File: config.mk
export PLATFORM = sky130hd
export DESIGN_NAME = fba_ctrl
export DESIGN_NICKNAME = d
export VERILOG_FILES = /design/src/rtl/frame_bitmap_allocator_top_assert.svh /design/src/rtl/fba_pkg.sv /design/src/rtl/fba_ctrl.sv
export SDC_FILE = /design/constraint.sdc
export NUM_CORES = 1
export LEC_CHECK = 0
export BUFFER_PORTS_ARGS = -buffer_cell sky130_fd_sc_hd__buf_2
export CORE_AREA = 2 2 39 41
export CTS_BUF_LIST = sky130_fd_sc_hd__clkbuf_2
export CTS_CLUSTER_DIAMETER = 100
export DETAILED_ROUTE_END_ITERATION = 8
export DIE_AREA = 0 0 41 43
export GPL_TIMING_DRIVEN = 0
export HOLD_SLACK_MARGIN = 0.02
export PLACE_DENSITY = 0.49
export SYNTH_ARGS = -nofsm -noshare
export SYNTH_HDL_FRONTEND = slang
export SYNTH_SLANG_ARGS = --single-unit
File: constraint.sdc
create_clock -name i_clk -period 1.5 [get_ports i_clk]
set_input_delay 0.15 -clock i_clk [delete_from_list [all_inputs] [get_ports i_clk]]
set_output_delay 0.15 -clock i_clk [all_outputs]
set_load 0.005 [all_outputs]
File: src/rtl/frame_bitmap_allocator_top_assert.svh
// ----------------------------------------------------------------------------
// Assertion macros for the frame bitmap allocator.
// Each macro expands to one labelled concurrent assertion, disabled in reset.
// ----------------------------------------------------------------------------
`ifndef FRAME_BITMAP_ALLOCATOR_TOP_ASSERT_SVH
`define FRAME_BITMAP_ALLOCATOR_TOP_ASSERT_SVH

// Consequent must hold in the same cycle as the antecedent.
`define FBA_ASSERT_SAME(lbl, clk, rst_n, ante, cons, msg) \
    lbl: assert property (@(posedge clk) disable iff (!(rst_n)) (ante) |-> (cons)) \
        else $error(msg);

// Consequent must hold in the cycle after the antecedent.
`define FBA_ASSERT_NEXT(lbl, clk, rst_n, ante, cons, msg) \
    lbl: assert property (@(posedge clk) disable iff (!(rst_n)) (ante) |=> (cons)) \
        else $error(msg);

`endif

File: src/rtl/fba_pkg.sv
// ----------------------------------------------------------------------------
// fba_pkg
// Shared constants and controller/datapath interface types for the frame
// bitmap allocator.
// ----------------------------------------------------------------------------
`default_nettype none

package fba_pkg;

    // Default number of frames held in the bitmap store.
    localparam int MAX_FRAMES_DEF = 4096;

    // Bits per bitmap word.
    localparam int WORD_BITS = 32;

    // Field widths fixed by the interface.
    localparam int FCOUNT_W = 13;
    localparam int FRAME_W  = 12;

    // Reset value of the frame count register.
    localparam logic [FCOUNT_W-1:0] FCOUNT_RESET = 13'd4096;

    // Request codes.
    localparam logic ACT_ALLOC = 1'b0;
    localparam logic ACT_FREE  = 1'b1;

    // Commands from the controller to the datapath.
    typedef struct packed {
        logic clr_wr;      // write a zero word during the clearing pass
        logic sel_in_addr; // read the store at the incoming frame's word
        logic load;        // capture an accepted request
        logic chunk_next;  // move the summary scan to the next chunk
        logic latch_addr;  // hold the word found by the summary scan
        logic set_oof;     // record an exhausted allocation
        logic modify;      // read-modify-write of the held word
        logic emit;        // move the result into the output register
    } t_cmd;

    // Status from the datapath to the controller.
    typedef struct packed {
        logic clr_last;    // clearing pass is on its last word
        logic in_search;   // incoming request needs a frame search
        logic in_map;      // incoming request frees a frame in the store
        logic found;       // current summary chunk has a usable word
        logic last_chunk;  // current summary chunk is the last one
        logic out_free;    // output register can take a word this cycle
    } t_status;

    // Index of the lowest zero bit of a word.
    function automatic logic [4:0] first_zero(input logic [WORD_BITS-1:0] w);
        logic [4:0] idx;
        idx = '0;
        for (int k = WORD_BITS - 1; k >= 0; k--) begin
            if (!w[k]) begin
                idx = 5'(k);
            end
        end
        return idx;
    endfunction

endpackage

`default_nettype wire

File: src/rtl/fba_ctrl.sv
// ----------------------------------------------------------------------------
// fba_ctrl
// Controller state machine: clearing pass, request dispatch, summary scan,
// read-modify-write and result hand-off.
// ----------------------------------------------------------------------------
`default_nettype none

module fba_ctrl (
    input  wire logic             i_clk,
    input  wire logic             i_rst_n,
    input  wire logic             i_in_valid,
    output logic                  o_in_stall,
    input  wire fba_pkg::t_status i_status,
    output fba_pkg::t_cmd         o_cmd
);

    localparam logic [2:0] ST_CLEAR  = 3'd0;
    localparam logic [2:0] ST_IDLE   = 3'd1;
    localparam logic [2:0] ST_SEARCH = 3'd2;
    localparam logic [2:0] ST_MODIFY = 3'd3;
    localparam logic [2:0] ST_FINISH = 3'd4;

    logic [2:0] r_state;
    logic [2:0] n_state;

    // Next state and commands.
    always_comb begin
        n_state = r_state;
        o_cmd   = '0;
        case (r_state)
            ST_CLEAR: begin
                o_cmd.clr_wr = 1'b1;
                if (i_status.clr_last) begin
                    n_state = ST_IDLE;
                end
            end
            ST_IDLE: begin
                o_cmd.sel_in_addr = 1'b1;
                if (i_in_valid) begin
                    o_cmd.load = 1'b1;
                    if (i_status.in_search) begin
                        n_state = ST_SEARCH;
                    end else if (i_status.in_map) begin
                        n_state = ST_MODIFY;
                    end else begin
                        n_state = ST_FINISH;
                    end
                end
            end
            ST_SEARCH: begin
                if (i_status.found) begin
                    o_cmd.latch_addr = 1'b1;
                    n_state = ST_MODIFY;
                end else if (i_status.last_chunk) begin
                    o_cmd.set_oof = 1'b1;
                    n_state = ST_FINISH;
                end else begin
                    o_cmd.chunk_next = 1'b1;
                end
            end
            ST_MODIFY: begin
                o_cmd.modify = 1'b1;
                n_state = ST_FINISH;
            end
            ST_FINISH: begin
                if (i_status.out_free) begin
                    o_cmd.emit = 1'b1;
                    n_state = ST_IDLE;
                end
            end
            default: begin
                n_state = ST_IDLE;
            end
        endcase
    end

    // State register.
    always_ff @(posedge i_clk) begin
        if (!i_rst_n) begin
            r_state <= ST_CLEAR;
        end else begin
            r_state <= n_state;
        end
    end

    // A new word is taken only when the controller is idle.
    assign o_in_stall = (r_state != ST_IDLE);

endmodule

`default_nettype wire

==> impl_table.tex <==
\begin{tabular}{lr}
\hline
Metric & Value \\
\hline
\multicolumn{2}{l}{\textbf{Run status}} \\
\quad Result of the run & finished clean \\
\multicolumn{2}{l}{\textbf{Synth}} \\
\quad Post-Synthesis Mean Instance Area & 7.750 sq um \\
\quad Fraction of synthesized cell area taken by the top area cell type & 21.52\% \\
\quad Instance count of the mapped netlist & 36 \\
\quad Mapped cell area & 279.0 sq um \\
\quad Post-synthesis register bit count & 3 \\
\quad Leading cell types by total area after synthesis & dfxtp\_1 22\%, nor2\_1 9.4\%, inv\_1 5.4\% \\
\quad Number of enable-type register cells in the synthesized netlist & 0 \\
\quad Net count after synthesis & 45 \\
\quad Share of synthesized registers carrying an async set or reset & 0\% \\
\quad Prevailing post-synth register cell & dfxtp\_1 \\
\quad Yosys warnings & 0 \\
\quad Fraction of the yosys area taken by sequential cells & 21.52\% \\
\quad Distinct cells, synth & 22 \\
\quad Yosys top cell by area & dfxtp\_1 \\
\quad Most common cell in the netlist & nor2\_1 \\
\quad Synth top cells by count & 7 x nor2\_1, 4 x inv\_1, 3 x dfxtp\_1 \\
\multicolumn{2}{l}{\textbf{Final layout}} \\
\quad Post-Route Utilization & 28.84\% \\
\quad Relative area change from synthesis to final layout & 43.05\% \\
\quad Largest register by flop count & r\_state \\
\quad Fill cells & 168 \\
\quad Layout net count & 66 \\
\quad Layout Cells excl Fill & 72 \\
\quad Number of antenna cells inserted & 0 \\
\quad Share of final-layout standard cells stronger than drive strength 1 & 48.21\% \\
\quad Number of flip-flops in the largest register & 3 \\
\quad Layout Cell Area excl Fill & 399.1 sq um \\
\quad Top Registers & r\_state x3 \\
\multicolumn{2}{l}{\textbf{Global routing}} \\
\quad Tot GR Track Use & 9.529\% \\
\quad Initial antenna violation count & 0 \\
\quad Busiest layer in global routing & met2 \\
\quad Pin count of the biggest net entering global routing & 11 \\
\quad GR met2 Demand/Resource & 15.63\% \\
\quad First-pass GRT wire length & 1145 microns \\
\quad Vias in the first global route & 313 \\
\quad Met1 track demand over resource in global routing & 10.58\% \\
\quad Met3 Resource Use GR & 3.141\% \\
\quad Leftover overflow at the end of global routing & 0 \\
\multicolumn{2}{l}{\textbf{Pwr}} \\
\quad Switching fraction of total power & 31.84\% \\
\quad Internal cell power & 0.2131 mW \\
\quad Power spent charging and discharging nets & 0.09955 mW \\
\quad Peak supply drop & 0.3313 mV \\
\quad Power after layout & 0.3126 mW \\
\quad Leakage power of the design & 0.1980 nW \\
\quad Power per Cell Area & 783.2 mW/mm\^{}2 \\
\quad Share of total power in the clock network & 34.6\% \\
\quad Gate power share & 33.2\% \\
\quad Power share of the sequential group & 32.1\% \\
\multicolumn{2}{l}{\textbf{Route}} \\
\quad Detailed Route WL & 694 microns \\
\quad Violation count after the first detailed-route iteration & 7 \\
\quad Wire per inst & 9.639 microns \\
\quad Vias after detailed routing & 320 \\
\quad Length of the first detailed-routing pass in iterations & 4 \\
\quad Post-route DRC & 0 \\
\quad Antenna violation net count after detailed routing & 0 \\
\quad Average vias per placed instance & 4.444 \\
\multicolumn{2}{l}{\textbf{STA}} \\
\quad Number of pins with negative max-slew slack in the final report & 0 \\
\quad Post-route clock period utilization & 96.62\% \\
\quad Post-layout min period & 1.449 ns \\
\quad Worst setup margin & 0.05067 ns \\
\quad RSZ-0062 raised after global routing & yes \\
\quad Worst setup skew after layout & 0.003475 ns \\
\quad Relative slew slack & 79.69\% \\
\quad Hold slack final & 0.2074 ns \\
\quad Fmax & 0.6900 GHz \\
\quad Final total negative setup slack & 0 ns \\
\quad Worst-Margin Slew & 0.3007 ns \\
\quad Final setup vio count & 0 \\
\quad Final hold violations & 0 \\
\multicolumn{2}{l}{\textbf{Die}} \\
\quad Die X & 41 microns \\
\quad Floorplan row count & 14 \\
\quad Starting Density & 20.16\% \\
\quad Die outline area & 0.001763 sq mm \\
\quad Vertical die dimension & 43 microns \\
\quad I/O pins & 18 \\
\quad Placeable core area & 0.001384 sq mm \\
\multicolumn{2}{l}{\textbf{Clocking}} \\
\quad Maximum count of clock buffers along a single path & 2 \\
\quad Clock Pin Slew Worst Setup and Hold Paths & 0.04 ns \\
\quad Cell at the root of the clock tree & clkbuf\_2 \\
\quad Clock latency reported for the late side of the worst-skew pair & 0.20 ns \\
\quad CTS HTree Levels & 1 \\
\quad Post-CTS Hold Fix Bufs & 0 \\
\quad Number of clock sinks & 3 \\
\quad Clock tree from TritonCTS & done \\
\quad Inserted Clock Buffers & 3 \\
\multicolumn{2}{l}{\textbf{Worst setup path}} \\
\quad Kind of end point of the critical path & output port \\
\quad Buffers \& Inverters on Critical Path & 1 \\
\quad CP delay by family, top & simple AND/OR/NAND/NOR gates \\
\quad Kind of critical path & reg -> out \\
\quad Startpoint class of the critical path & flop \\
\quad Worst stage delay on the critical path & 0.54 ns \\
\quad CP arrival & 1.30 ns \\
\quad CP max stage cell & or4b\_4 \\
\quad Worst EP required & 1.35 ns \\
\quad Worst-path cell chain & or4b\_4 > nor2\_1 > buf\_2 \\
\quad Largest fanout on the critical path & 7 \\
\multicolumn{2}{l}{\textbf{Placement}} \\
\quad GP Congestion & 0.7189 \\
\quad DP Worst Slack & 0.01689 ns \\
\quad Placed inst area & 384.1 sq um \\
\quad Total of buffers placed on input and output ports & 17 \\
\quad Number of placed cells counting well taps & 69 \\
\quad DPL Wire Length & 566.1 microns \\
\multicolumn{2}{l}{\textbf{Worst hold path}} \\
\quad Worst min-delay path category & in -> reg \\
\multicolumn{2}{l}{\textbf{Run}} \\
\quad Max-capacitance violation count & 0 \\
\hline
\end{tabular}
[power by group through the flow]
stage | clock (mW) | combinational (mW) | sequential (mW)
2_1_floorplan | 0 | 0.0679 | 0.0956
3_3_place_gp | 0 | 0.109 | 0.0989
3_5_place_dp | 0 | 0.109 | 0.0988
4_1_cts | 0.118 | 0.105 | 0.101
5_1_grt | 0.123 | 0.116 | 0.102
6_report | 0.108 | 0.104 | 0.100
[cell families (layout without fill, tap and decap cells)]
group / after synthesis / after routing / synth area share, %
buffers and inverters: 5 / 25 / 9.415
AND/OR/NAND/NOR: 19 / 19 / 39.92
AO/OA/AOI/OAI: 7 / 7 / 21.53
flip-flops: 3 / 3 / 21.53
multiplexers: 2 / 2 / 7.623
[timing repair]
item                                    CTS  global route
gates resized for setup                   2             2
buffers inserted                          0             0
endpoints found under the setup margin    3             2
pin swaps                                 2             0
[cell usage in the layout (no fill, tap or decap), drive strengths merged, types with 2 or more instances in the layout]
cell type  synthesis  routed
clkbuf             0       4
nor2               7       7
nand2              2       2
inv                4       4
nor3b              2       2
buf                1      17
dfxtp              3       3
nand2b             2       2
[final timing paths]
kind                                  from         end  slack, ns  cells past startpoint
worst max-delay path            r_state[0]    o_cmd[2]       0.05                      3
worst min-delay path               i_rst_n  r_state[0]       0.21                      2
worst max register to register  r_state[0]  r_state[1]       0.11                      3
worst min register to register  r_state[2]  r_state[2]       0.54                      2
[final cells by class]
class,instances,area (sq um),area share (%)
flip-flops and latches,3,66.31,16.61
well taps,16,20.02,5.016
inverters,4,15.01,3.762
repair buffers,17,85.08,21.32
multi-input cells,28,192.7,48.28
clock buffers,4,20.02,5.016
[metal layers]
metal  wire length [microns]  vias to the layer above  share of wire [%]
met5                       0                        -                  0
met4                       0                        0                  0
met3                      20                        0                2.9
met2                     374                        4                 54
met1                     298                      148                 43
li1                        -                      168                  -
Power figures use the tool's default switching activity.
